### config.mk
export PLATFORM = sky130hd
export DESIGN_NAME = stanza_field_tokenizer
export DESIGN_NICKNAME = d
export VERILOG_FILES = /design/src/rtl/core/sft_pkg.sv /design/src/rtl/core/stanza_field_tokenizer.sv /design/src/rtl/core/sft_parser.sv /design/src/rtl/core/sft_result_queue.sv
export VERILOG_INCLUDE_DIRS = /design/src /design/src/rtl/core
export SDC_FILE = /design/constraint.sdc
export NUM_CORES = 2
export LEC_CHECK = 0
export BUFFER_PORTS_ARGS = -buffer_cell sky130_fd_sc_hd__buf_2
export CAP_MARGIN = 0
export CORE_MARGIN = 4
export CORE_UTILIZATION = 37
export DETAILED_ROUTE_END_ITERATION = 10
export GPL_ROUTABILITY_DRIVEN = 0
export PLACE_DENSITY = 0.52
export SYNTH_ARGS = -nofsm -noshare
export SYNTH_HDL_FRONTEND = slang
export SYNTH_SLANG_ARGS = --single-unit
### constraint.sdc
create_clock -name clk -period 19 [get_ports clk]
set_input_delay 1.9 -clock clk [delete_from_list [all_inputs] [get_ports clk]]
set_output_delay 1.9 -clock clk [all_outputs]
set_load 0.05 [all_outputs]
### src/rtl/core/assert_macros.svh
// ----------------------------------------------------------------------------
// assert_macros.svh
// Concurrent assertion shorthands used by the stanza tokenizer RTL.
// ----------------------------------------------------------------------------
`ifndef ASSERT_MACROS_SVH
`define ASSERT_MACROS_SVH

// Plain property, checked at every clock edge out of reset.
`define SFT_ASSERT(label, clk, rst, prop, msg) \
  label: assert property (@(posedge clk) disable iff (rst) (prop)) else $error(msg);

// Same-cycle implication.
`define SFT_ASSERT_IMPL(label, clk, rst, ante, cons, msg) \
  label: assert property (@(posedge clk) disable iff (rst) (ante) |-> (cons)) \
    else $error(msg);

// Next-cycle implication.
`define SFT_ASSERT_NEXT(label, clk, rst, ante, cons, msg) \
  label: assert property (@(posedge clk) disable iff (rst) (ante) |=> (cons)) \
    else $error(msg);

`endif

### src/rtl/core/sft_pkg.sv
// ----------------------------------------------------------------------------
// sft_pkg
// Shared types, character codes and helpers for the stanza field tokenizer.
// ----------------------------------------------------------------------------
`timescale 1ns / 1ps
`default_nettype none

package sft_pkg;

  localparam int POSITION_BITS_DEF = 32;
  localparam int RES_W             = 32;

  localparam int Q_DEPTH = 4;
  localparam int Q_IDX_W = $clog2(Q_DEPTH);
  localparam int Q_CNT_W = $clog2(Q_DEPTH + 1);

  localparam logic [7:0] CH_TAB    = 8'h09;
  localparam logic [7:0] CH_NL     = 8'h0A;
  localparam logic [7:0] CH_CR     = 8'h0D;
  localparam logic [7:0] CH_SUB    = 8'h1A;
  localparam logic [7:0] CH_SPACE  = 8'h20;
  localparam logic [7:0] CH_HYPHEN = 8'h2D;
  localparam logic [7:0] CH_COLON  = 8'h3A;

  typedef enum logic [3:0] {
    PH_BETWEEN,
    PH_NAME,
    PH_PRECOLON,
    PH_AFTERCOLON,
    PH_VALUE,
    PH_EOL,
    PH_ERROR
  } phase_t;

  typedef enum logic [1:0] {
    EVT_FIELD,
    EVT_STANZA,
    EVT_ERROR
  } evt_kind_t;

  typedef enum logic [3:0] {
    ERR_EMPTY_NAME,
    ERR_LEAD_HYPHEN,
    ERR_EOF_NAME,
    ERR_NL_NAME,
    ERR_SUB_NAME,
    ERR_NO_COLON,
    ERR_EOF_PREVALUE,
    ERR_SUB_VALUE,
    ERR_BLANK_CONT,
    ERR_EOF_VALUE
  } err_code_t;

  typedef struct packed {
    logic [7:0] data_byte;
    logic       end_of_data;
  } sft_item_t;

  typedef struct packed {
    evt_kind_t        event_kind;
    logic [RES_W-1:0] name_start;
    logic [RES_W-1:0] name_length;
    logic [RES_W-1:0] value_start;
    logic [RES_W-1:0] value_length;
    err_code_t        error_code;
    logic [RES_W-1:0] line_number;
    logic             last;
  } sft_result_t;

  typedef struct packed {
    logic [1:0]  count;
    sft_result_t first;
    sft_result_t second;
  } sft_push_t;

  function automatic sft_result_t make_result(
    input evt_kind_t        kind,
    input logic [RES_W-1:0] ns,
    input logic [RES_W-1:0] nl,
    input logic [RES_W-1:0] vs,
    input logic [RES_W-1:0] vl,
    input err_code_t        err,
    input logic [RES_W-1:0] ln
  );
    sft_result_t r;
    r.event_kind   = kind;
    r.name_start   = ns;
    r.name_length  = nl;
    r.value_start  = vs;
    r.value_length = vl;
    r.error_code   = err;
    r.line_number  = ln;
    r.last         = 1'b0;
    return r;
  endfunction

endpackage

`default_nettype wire

### src/rtl/core/stanza_field_tokenizer.sv
// ----------------------------------------------------------------------------
// stanza_field_tokenizer
// Splits a byte stream into stanzas of name: value fields and reports field,
// stanza-end and syntax-error events with offsets, lengths and line count.
// ----------------------------------------------------------------------------
//  channel | signals                         | carries
//  --------+---------------------------------+------------------------------
//  item    | item_valid, item_stall, item    | one byte or end of data
//  evt     | evt_valid, evt_stall, evt       | one event per beat
//
//  One item beat per cycle while item_stall is low. A beat yields zero to two
//  events; a four-entry queue drains one per cycle while evt_stall is low.
//  item_stall rises when the queue would hold more than two events after
//  this cycle's pop, so bursts of two-event beats run below one per cycle.
//  rst is synchronous, active high, and clears parse state and the queue.
// ----------------------------------------------------------------------------
`timescale 1ns / 1ps
`default_nettype none

module stanza_field_tokenizer #(
  parameter int POSITION_BITS = sft_pkg::POSITION_BITS_DEF
) (
  input  wire logic                 clk,
  input  wire logic                 rst,
  input  wire logic                 item_valid,
  output logic                      item_stall,
  input  wire sft_pkg::sft_item_t   item,
  output logic                      evt_valid,
  input  wire logic                 evt_stall,
  output sft_pkg::sft_result_t      evt
);

  logic               take;
  logic               room;
  sft_pkg::sft_push_t push;

  assign item_stall = !room;
  assign take       = item_valid && room;

  sft_parser #(
    .POSITION_BITS(POSITION_BITS)
  ) u_parser (
    .clk  (clk),
    .rst  (rst),
    .take (take),
    .item (item),
    .push (push)
  );

  sft_result_queue u_queue (
    .clk       (clk),
    .rst       (rst),
    .push_en   (take),
    .push      (push),
    .room      (room),
    .evt_valid (evt_valid),
    .evt_stall (evt_stall),
    .evt       (evt)
  );

endmodule

`default_nettype wire

### src/rtl/core/sft_parser.sv
// ----------------------------------------------------------------------------
// sft_parser
// Parse state registers and the per-beat next-state / event logic.
// ----------------------------------------------------------------------------
`timescale 1ns / 1ps
`default_nettype none
`include "assert_macros.svh"

module sft_parser #(
  parameter int POSITION_BITS = sft_pkg::POSITION_BITS_DEF
) (
  input  wire logic              clk,
  input  wire logic              rst,
  input  wire logic              take,
  input  wire sft_pkg::sft_item_t item,
  output sft_pkg::sft_push_t     push
);

  localparam int PW = POSITION_BITS;
  localparam int RW = sft_pkg::RES_W;

  sft_pkg::phase_t phase, phase_next;
  logic [PW-1:0]   pos, pos_next;
  logic [RW-1:0]   line_cnt, line_cnt_next;
  logic [PW-1:0]   name_start, name_start_next;
  logic [PW-1:0]   name_len, name_len_next;
  logic [PW-1:0]   value_start, value_start_next;
  logic [PW-1:0]   value_end, value_end_next;
  logic            blank, blank_next;
  logic            hyphen, hyphen_next;

  logic [7:0]         c;
  logic               c_ws;
  logic               c_term;
  logic               start_name;
  logic               f_field;
  logic               f_err;
  logic               f_stanza;
  sft_pkg::err_code_t err;

  sft_pkg::sft_result_t rec_field;
  sft_pkg::sft_result_t rec_err;
  sft_pkg::sft_result_t rec_stanza;
  logic [PW-1:0]        err_ns;
  logic [PW-1:0]        err_nl;
  logic [PW-1:0]        value_len;
  logic [RW-1:0]        stanza_ln;

  assign c      = item.data_byte;
  assign c_ws   = (c == sft_pkg::CH_SPACE) ||
                  (c >= sft_pkg::CH_TAB && c <= sft_pkg::CH_CR);
  assign c_term = (c == sft_pkg::CH_NL) || (c == sft_pkg::CH_SUB);

  always_comb begin
    phase_next       = phase;
    pos_next         = pos;
    line_cnt_next    = line_cnt;
    name_start_next  = name_start;
    name_len_next    = name_len;
    value_start_next = value_start;
    value_end_next   = value_end;
    blank_next       = blank;
    hyphen_next      = hyphen;
    start_name       = 1'b0;
    f_field          = 1'b0;
    f_err            = 1'b0;
    f_stanza         = 1'b0;
    err              = sft_pkg::ERR_EMPTY_NAME;

    if (item.end_of_data) begin
      unique case (phase)
        sft_pkg::PH_NAME: begin
          f_err = 1'b1;
          err   = hyphen ? sft_pkg::ERR_LEAD_HYPHEN : sft_pkg::ERR_EOF_NAME;
        end
        sft_pkg::PH_PRECOLON: begin
          f_err = 1'b1;
          err   = sft_pkg::ERR_EOF_NAME;
        end
        sft_pkg::PH_AFTERCOLON: begin
          f_err = 1'b1;
          err   = sft_pkg::ERR_EOF_PREVALUE;
        end
        sft_pkg::PH_VALUE: begin
          f_err = 1'b1;
          err   = sft_pkg::ERR_EOF_VALUE;
        end
        sft_pkg::PH_EOL: begin
          f_field  = 1'b1;
          f_stanza = 1'b1;
        end
        default: ;
      endcase
      phase_next       = sft_pkg::PH_BETWEEN;
      pos_next         = '0;
      line_cnt_next    = '0;
      name_start_next  = '0;
      name_len_next    = '0;
      value_start_next = '0;
      value_end_next   = '0;
      blank_next       = 1'b0;
      hyphen_next      = 1'b0;
    end else begin
      unique case (phase)
        sft_pkg::PH_BETWEEN: begin
          if (c_term) begin
            line_cnt_next = line_cnt + RW'(1);
          end else begin
            start_name = 1'b1;
          end
        end
        sft_pkg::PH_NAME: begin
          priority if (!c_ws && c != sft_pkg::CH_COLON && c != sft_pkg::CH_SUB) begin
            name_len_next = name_len + PW'(1);
          end else if (hyphen) begin
            f_err = 1'b1;
            err   = sft_pkg::ERR_LEAD_HYPHEN;
          end else if (c == sft_pkg::CH_NL) begin
            f_err = 1'b1;
            err   = sft_pkg::ERR_NL_NAME;
          end else if (c == sft_pkg::CH_SUB) begin
            f_err = 1'b1;
            err   = sft_pkg::ERR_SUB_NAME;
          end else if (c == sft_pkg::CH_COLON) begin
            phase_next = sft_pkg::PH_AFTERCOLON;
          end else begin
            phase_next = sft_pkg::PH_PRECOLON;
          end
        end
        sft_pkg::PH_PRECOLON: begin
          priority if (c == sft_pkg::CH_NL) begin
            f_err = 1'b1;
            err   = sft_pkg::ERR_NL_NAME;
          end else if (c == sft_pkg::CH_SUB) begin
            f_err = 1'b1;
            err   = sft_pkg::ERR_SUB_NAME;
          end else if (c == sft_pkg::CH_COLON) begin
            phase_next = sft_pkg::PH_AFTERCOLON;
          end else if (!c_ws) begin
            f_err = 1'b1;
            err   = sft_pkg::ERR_NO_COLON;
          end else begin
            phase_next = phase;
          end
        end
        sft_pkg::PH_AFTERCOLON: begin
          priority if (c != sft_pkg::CH_NL && c_ws) begin
            phase_next = phase;
          end else if (c == sft_pkg::CH_SUB) begin
            f_err = 1'b1;
            err   = sft_pkg::ERR_SUB_VALUE;
          end else if (c == sft_pkg::CH_NL) begin
            value_start_next = pos;
            value_end_next   = pos;
            blank_next       = 1'b0;
            line_cnt_next    = line_cnt + RW'(1);
            phase_next       = sft_pkg::PH_EOL;
          end else begin
            value_start_next = pos;
            value_end_next   = pos + PW'(1);
            blank_next       = 1'b0;
            phase_next       = sft_pkg::PH_VALUE;
          end
        end
        sft_pkg::PH_VALUE: begin
          if (c_term) begin
            if (blank) begin
              f_err = 1'b1;
              err   = sft_pkg::ERR_BLANK_CONT;
            end else begin
              if (c == sft_pkg::CH_SUB) begin
                value_end_next = pos + PW'(1);
              end
              line_cnt_next = line_cnt + RW'(1);
              phase_next    = sft_pkg::PH_EOL;
            end
          end else if (!c_ws) begin
            value_end_next = pos + PW'(1);
            blank_next     = 1'b0;
          end
        end
        sft_pkg::PH_EOL: begin
          priority if (c == sft_pkg::CH_NL) begin
            f_field       = 1'b1;
            f_stanza      = 1'b1;
            line_cnt_next = line_cnt + RW'(1);
            phase_next    = sft_pkg::PH_BETWEEN;
          end else if (c == sft_pkg::CH_SUB) begin
            f_field    = 1'b1;
            f_stanza   = 1'b1;
            phase_next = sft_pkg::PH_BETWEEN;
          end else if (c_ws) begin
            blank_next = 1'b1;
            phase_next = sft_pkg::PH_VALUE;
          end else begin
            f_field    = 1'b1;
            start_name = 1'b1;
          end
        end
        default: ;
      endcase

      if (start_name) begin
        name_start_next = pos;
        if (c == sft_pkg::CH_COLON || c_ws) begin
          name_len_next = '0;
          f_err         = 1'b1;
          err           = sft_pkg::ERR_EMPTY_NAME;
        end else begin
          name_len_next = PW'(1);
          hyphen_next   = (c == sft_pkg::CH_HYPHEN);
          phase_next    = sft_pkg::PH_NAME;
        end
      end

      if (f_err) begin
        phase_next = sft_pkg::PH_ERROR;
      end
      pos_next = pos + PW'(1);
    end
  end

  // event records; errors see this beat's name, or the held one at end of data
  assign err_ns    = item.end_of_data ? name_start : name_start_next;
  assign err_nl    = item.end_of_data ? name_len : name_len_next;
  assign stanza_ln = item.end_of_data ? line_cnt : line_cnt_next;

  // length wraps at the position width before it is widened
  assign value_len = value_end - value_start;

  assign rec_field = sft_pkg::make_result(sft_pkg::EVT_FIELD, RW'(name_start),
                                          RW'(name_len), RW'(value_start),
                                          RW'(value_len),
                                          sft_pkg::ERR_EMPTY_NAME, line_cnt);
  assign rec_err = sft_pkg::make_result(sft_pkg::EVT_ERROR, RW'(err_ns), RW'(err_nl),
                                        '0, '0, err, line_cnt);
  assign rec_stanza = sft_pkg::make_result(sft_pkg::EVT_STANZA, '0, '0, '0, '0,
                                           sft_pkg::ERR_EMPTY_NAME, stanza_ln);

  always_comb begin
    push.count  = 2'(f_field) + 2'(f_err) + 2'(f_stanza);
    push.first  = f_field ? rec_field : (f_err ? rec_err : rec_stanza);
    push.second = f_err ? rec_err : rec_stanza;
    push.first.last  = (push.count == 2'd1);
    push.second.last = 1'b1;
  end

  always_ff @(posedge clk) begin
    if (rst) begin
      phase       <= sft_pkg::PH_BETWEEN;
      pos         <= '0;
      line_cnt    <= '0;
      name_start  <= '0;
      name_len    <= '0;
      value_start <= '0;
      value_end   <= '0;
      blank       <= 1'b0;
      hyphen      <= 1'b0;
    end else if (take) begin
      phase       <= phase_next;
      pos         <= pos_next;
      line_cnt    <= line_cnt_next;
      name_start  <= name_start_next;
      name_len    <= name_len_next;
      value_start <= value_start_next;
      value_end   <= value_end_next;
      blank       <= blank_next;
      hyphen      <= hyphen_next;
    end
  end

  `SFT_ASSERT_IMPL(a_error_silent, clk, rst,
    take && phase == sft_pkg::PH_ERROR, push.count == 2'd0,
    "events produced after a syntax error")
  `SFT_ASSERT_NEXT(a_eod_restart, clk, rst,
    take && item.end_of_data,
    phase == sft_pkg::PH_BETWEEN && pos == '0 && line_cnt == '0,
    "state not restarted after end of data")
  `SFT_ASSERT_IMPL(a_err_not_stanza, clk, rst,
    f_err, !f_stanza,
    "error and stanza end raised by one beat")

endmodule

`default_nettype wire

### src/rtl/core/sft_result_queue.sv
// ----------------------------------------------------------------------------
// sft_result_queue
// Small result queue: takes up to two events per beat, hands out one per
// cycle while evt_stall is low, and signals room for another input beat.
// ----------------------------------------------------------------------------
`timescale 1ns / 1ps
`default_nettype none
`include "assert_macros.svh"

module sft_result_queue (
  input  wire logic                 clk,
  input  wire logic                 rst,
  input  wire logic                 push_en,
  input  wire sft_pkg::sft_push_t   push,
  output logic                      room,
  output logic                      evt_valid,
  input  wire logic                 evt_stall,
  output sft_pkg::sft_result_t      evt
);

  localparam int IW = sft_pkg::Q_IDX_W;
  localparam int CW = sft_pkg::Q_CNT_W;

  sft_pkg::sft_result_t slots [sft_pkg::Q_DEPTH];
  logic [IW-1:0]        head, head_next;
  logic [IW-1:0]        tail, tail_next;
  logic [CW-1:0]        count, count_next;
  logic [CW-1:0]        count_after_pop;
  logic [1:0]           n_push;
  logic                 pop;

  assign evt_valid       = (count != '0);
  assign evt             = slots[head];
  assign pop             = evt_valid && !evt_stall;
  assign count_after_pop = count - CW'(pop);
  assign room            = (count_after_pop <= CW'(sft_pkg::Q_DEPTH - 2));
  assign n_push          = push_en ? push.count : 2'd0;

  assign head_next  = head + IW'(pop);
  assign tail_next  = tail + IW'(n_push);
  assign count_next = count_after_pop + CW'(n_push);

  always_ff @(posedge clk) begin
    if (n_push != 2'd0) begin
      slots[tail] <= push.first;
    end
    if (n_push == 2'd2) begin
      slots[tail + IW'(1)] <= push.second;
    end
  end

  always_ff @(posedge clk) begin
    if (rst) begin
      head  <= '0;
      tail  <= '0;
      count <= '0;
    end else begin
      head  <= head_next;
      tail  <= tail_next;
      count <= count_next;
    end
  end

  `SFT_ASSERT(a_count_bound, clk, rst,
    count <= CW'(sft_pkg::Q_DEPTH),
    "queue count beyond depth")
  `SFT_ASSERT_IMPL(a_no_overflow, clk, rst,
    n_push != 2'd0, room,
    "events pushed without room")
  `SFT_ASSERT_NEXT(a_drain_empty, clk, rst,
    pop && count == CW'(1) && n_push == 2'd0, !evt_valid,
    "queue still valid after last event taken")

endmodule

`default_nettype wire
==> flow_metrics.tcl <==
set metrics [dict create \
    netlist_area_um2 41500 \
    setup.worst_path.start "item[8]" \
    maxSlewViolCount 0 \
    finalHoldViolCount 0 \
    cts_num_sinks 873 \
    preCtsSetupSlack_ns 10.0 \
    synth_edf_count 408 \
    maxSlewHeadroom_pct 27.0 \
    cts_resized 0 \
    grt_pass1_wl_um 202000 \
    critPathCapture "u_queue.slots[2][156]" \
    die_w_um 343 \
    layout_common_cells "474 x nand2_1, 463 x dfxtp_1, 451 x o21ai_0" \
    post_drt_wl_per_cell_um 24.2 \
    n_fill_cell 10700 \
    cp_data_arrival_time_ns 8.64 \
    drc_errors 0 \
    cpPeakStageDelay_ns 0.80 \
    skew_ns 0.0218 \
    io_buffers 181 \
    yosysWarnings 0 \
    holdCritPathClass "reg2reg" \
    grt_pass1_vias 31200 \
    post_cts_buffers 0 \
    worstMarginPinSlew_ns 1.10 \
    drv_cap 0 \
    p_int_w 0.00349 \
    r2r-end "u_queue.slots[2][156]" \
    startpoint_type "input port" \
    path_delay_family "buffers and inverters" \
    syn-num-nets 4060 \
    path_cells "buf_2, or3b_1, or3_1, a32o_1, a21oi_4, o311ai_4, o21ai_2, inv_2, fa_1, nor2_1, nor3_1, a21o_1, nor2_4, buf_4, inv_4, buf_4" \
    finalWirelength_um 134000 \
    area_delta_synth_final_pct 12.5 \
    path_buf_inv 5 \
    max_freq_mhz 120 \
    setup_ws_ns 10.65 \
    num_vias 32100 \
    track_usage_pct 22.3 \
    grt_start_max_net_pins 94 \
    drt-pass1-iter-count 5 \
    final_nets 4030 \
    cp_max_fo 66 \
    antenna_cells 0 \
    via_per_inst 5.79 \
    dieArea_um2 118000 \
    period_share_pct 44.0 \
    clk-insertion-delay-late_ns 0.68 \
    ff2ff_path_depth 15 \
    crit_type "in2reg" \
    combPwrFrac_pct 24.4 \
    crit_top_cell "buf_4" \
    async_reset_ff_share_pct 0 \
    end_kind "flop" \
    total_power_w 0.00526 \
    clkPwrFrac_pct 36.5 \
    clk_pin_slew_worst_paths_ns 0.06 \
    drt_iter0_drc 2713 \
    layout_commonest_cell "nand2_1" \
    vdd_drop_max_v 0.0000654 \
    ys_ff_latch 873 \
    setup-tns-final_ns 0 \
    status "finished, final reports clean" \
    whs_ns 0.449 \
    fin_util_pct 42.1 \
    syn_area_per_cell_um2 10.4 \
    cp.depth 16 \
    overflow 0 \
    min_period_ns 8.35 \
    seqPwrFrac_pct 39.1 \
    p_leak_nw 15.6 \
    drive_above_1_share_pct 15.7 \
    cts-buffers-inserted 95 \
    swShare_pct 33.7 \
    num_rows 122 \
    synthFlopType "dfxtp_1" \
    dp_hpwl_um 84600 \
    required_ns 19.29 \
    cpMaxStageDelayCell "inv_4" \
    r2r_setup_slack_ns 11.98 \
    fp.dieH_um 343 \
    pin_count 182 \
    antenna_found_initial 2 \
    cts_htree_levels 3 \
    p_switching_w 0.00177 \
    p_per_area_nw_per_um2 113 \
    start_util_pct 37.4 \
    cts_tree "yes" \
    rr_startpoint "u_parser.phase[3]" \
    cts_root_buffer "clkbuf_16" \
    rsz0062_at_grt "false" \
    clockBufferDepth 3 \
    seq_area_frac_synth_pct 51.9 \
    hold_buffers 0 \
    core_um2 111000 \
    synth_cell_types 82 \
    ant_nets 0 \
    synth_cells 4005 \
    setup_viol 0 \
]
## worst register-to-register path, cell delays in order, from the launching register on
cell and delay, ns:
dfxtp_1 0.72, nand2b_1 0.29, nor3_1 0.15, o21a_1 0.19, mux2i_1 0.32, o311ai_4 0.27
o21ai_2 0.14, inv_2 0.18, fa_1 0.78, nor2_1 0.13, nor3_1 0.75, a21o_1 0.54
nor2_4 0.06, buf_4 0.38, inv_4 0.84, buf_4 0.86
## worst min path at each step
stage                     slack (ns)  cells past startpoint                  endpoint                startpoint
after detailed placement        0.44                      2      u_queue.slots[2][74]      u_queue.slots[2][74]
after global placement          0.43                      2      u_queue.slots[2][59]      u_queue.slots[2][59]
after floorplan                 0.42                      2      u_queue.slots[2][37]      u_queue.slots[2][37]
after global routing            0.47                      2  u_parser.value_start[19]  u_parser.value_start[19]
after CTS                       0.45                      2      u_queue.slots[2][74]      u_queue.slots[2][74]
final                           0.45                      2      u_queue.slots[2][74]      u_queue.slots[2][74]
## cell type report
cell class                 count  area [um^2]  area share [%]
clock buffer                 137         2770            5.93
clock inverter                41          470            1.01
inverter                      63          246           0.528
sequential                   873        21600            46.2
timing repair buffer         249         1430            3.05
multi-input combinational   2693        18400            39.3
tap                         1488         1860            3.99
## power by group through the flow
stage / registers (W) / logic, W / clock network (W)
2_1_floorplan: 0.00207 / 0.000938 / 0
3_3_place_gp: 0.00210 / 0.00131 / 0
4_1_cts: 0.00206 / 0.00131 / 0.00196
5_1_grt: 0.00206 / 0.00136 / 0.00203
3_5_place_dp: 0.00210 / 0.00131 / 0
6_report: 0.00206 / 0.00129 / 0.00192
## synth_stat cells (12+ instances only)
cell type	instances	area, um^2
and2_1	17	106
nor3_1	64	320
nand4_1	23	144
inv_1	60	225
and3_1	37	231
a22o_1	297	2600
nor4_1	12	75.1
nand3_1	160	801
xnor2_1	45	394
clkbuf_1	285	1070
nor2b_1	16	100
a22oi_1	82	616
xor2_1	28	245
o31ai_1	13	97.6
a31oi_1	50	313
o21ai_0	451	2260
nor2_1	291	1090
a21oi_1	202	1010
edfxtp_1	408	12300
or3_1	27	169
buf_2	47	235
dfxtp_1	465	9310
nand2_1	480	1800
nand2b_1	14	87.6
ha_1	39	488
mux4_2	167	3760
buf_1	40	150
o21ai_1	13	65.1
a21o_1	18	135
## metal layers
| metal | up-vias | part of all wire (%) | global-route usage [%] |
|---|---|---|---|
| met5 | - | 0.0097 | 0 |
| met4 | 2 | 2.4 | 6.13 |
| met3 | 176 | 5.1 | 2.52 |
| met2 | 991 | 49 | 38.3 |
| met1 | 16100 | 43 | 29.8 |
| li1 | 14900 | - | - |
## registers in the layout, indices dropped and copies added (netlist names)
| signal | flops |
|---|---|
| u_parser.blank | 1 |
| u_queue.head | 2 |
| u_parser.value_end | 32 |
| u_parser.value_start | 32 |
| u_parser.line_cnt | 32 |
| u_queue.tail | 2 |
| u_parser.name_len | 32 |
| u_queue.slots | 668 |
| u_queue.count | 3 |
| u_parser.phase | 4 |
| u_parser.name_start | 32 |
| u_parser.hyphen | 1 |
| u_parser.pos | 32 |
## through the flow
| stage | std cells | instance area (um^2) |
|---|---|---|
| 3_3_place_gp | 5366 | 43500 |
| 2_1_floorplan | 4005 | 41500 |
| 4_1_cts | 5544 | 46700 |
| 6_report | 5544 | 46700 |
| 3_5_place_dp | 5366 | 43500 |
| 5_1_grt | 5544 | 46700 |
## cells by family (layout without fill, tap and decap cells)
| group | count (synthesis) | in the layout | synth area share [%] |
|---|---|---|---|
| compound gates | 1221 | 1221 | 19.1 |
| xor+xnor | 73 | 73 | 1.54 |
| fa+ha+maj | 42 | 42 | 1.32 |
| buf+inv | 439 | 490 | 4.16 |
| flops | 873 | 873 | 51.9 |
| mux | 172 | 172 | 9.18 |
| simple gates | 1185 | 1185 | 12.8 |
(Power assumes the default switching activity.)
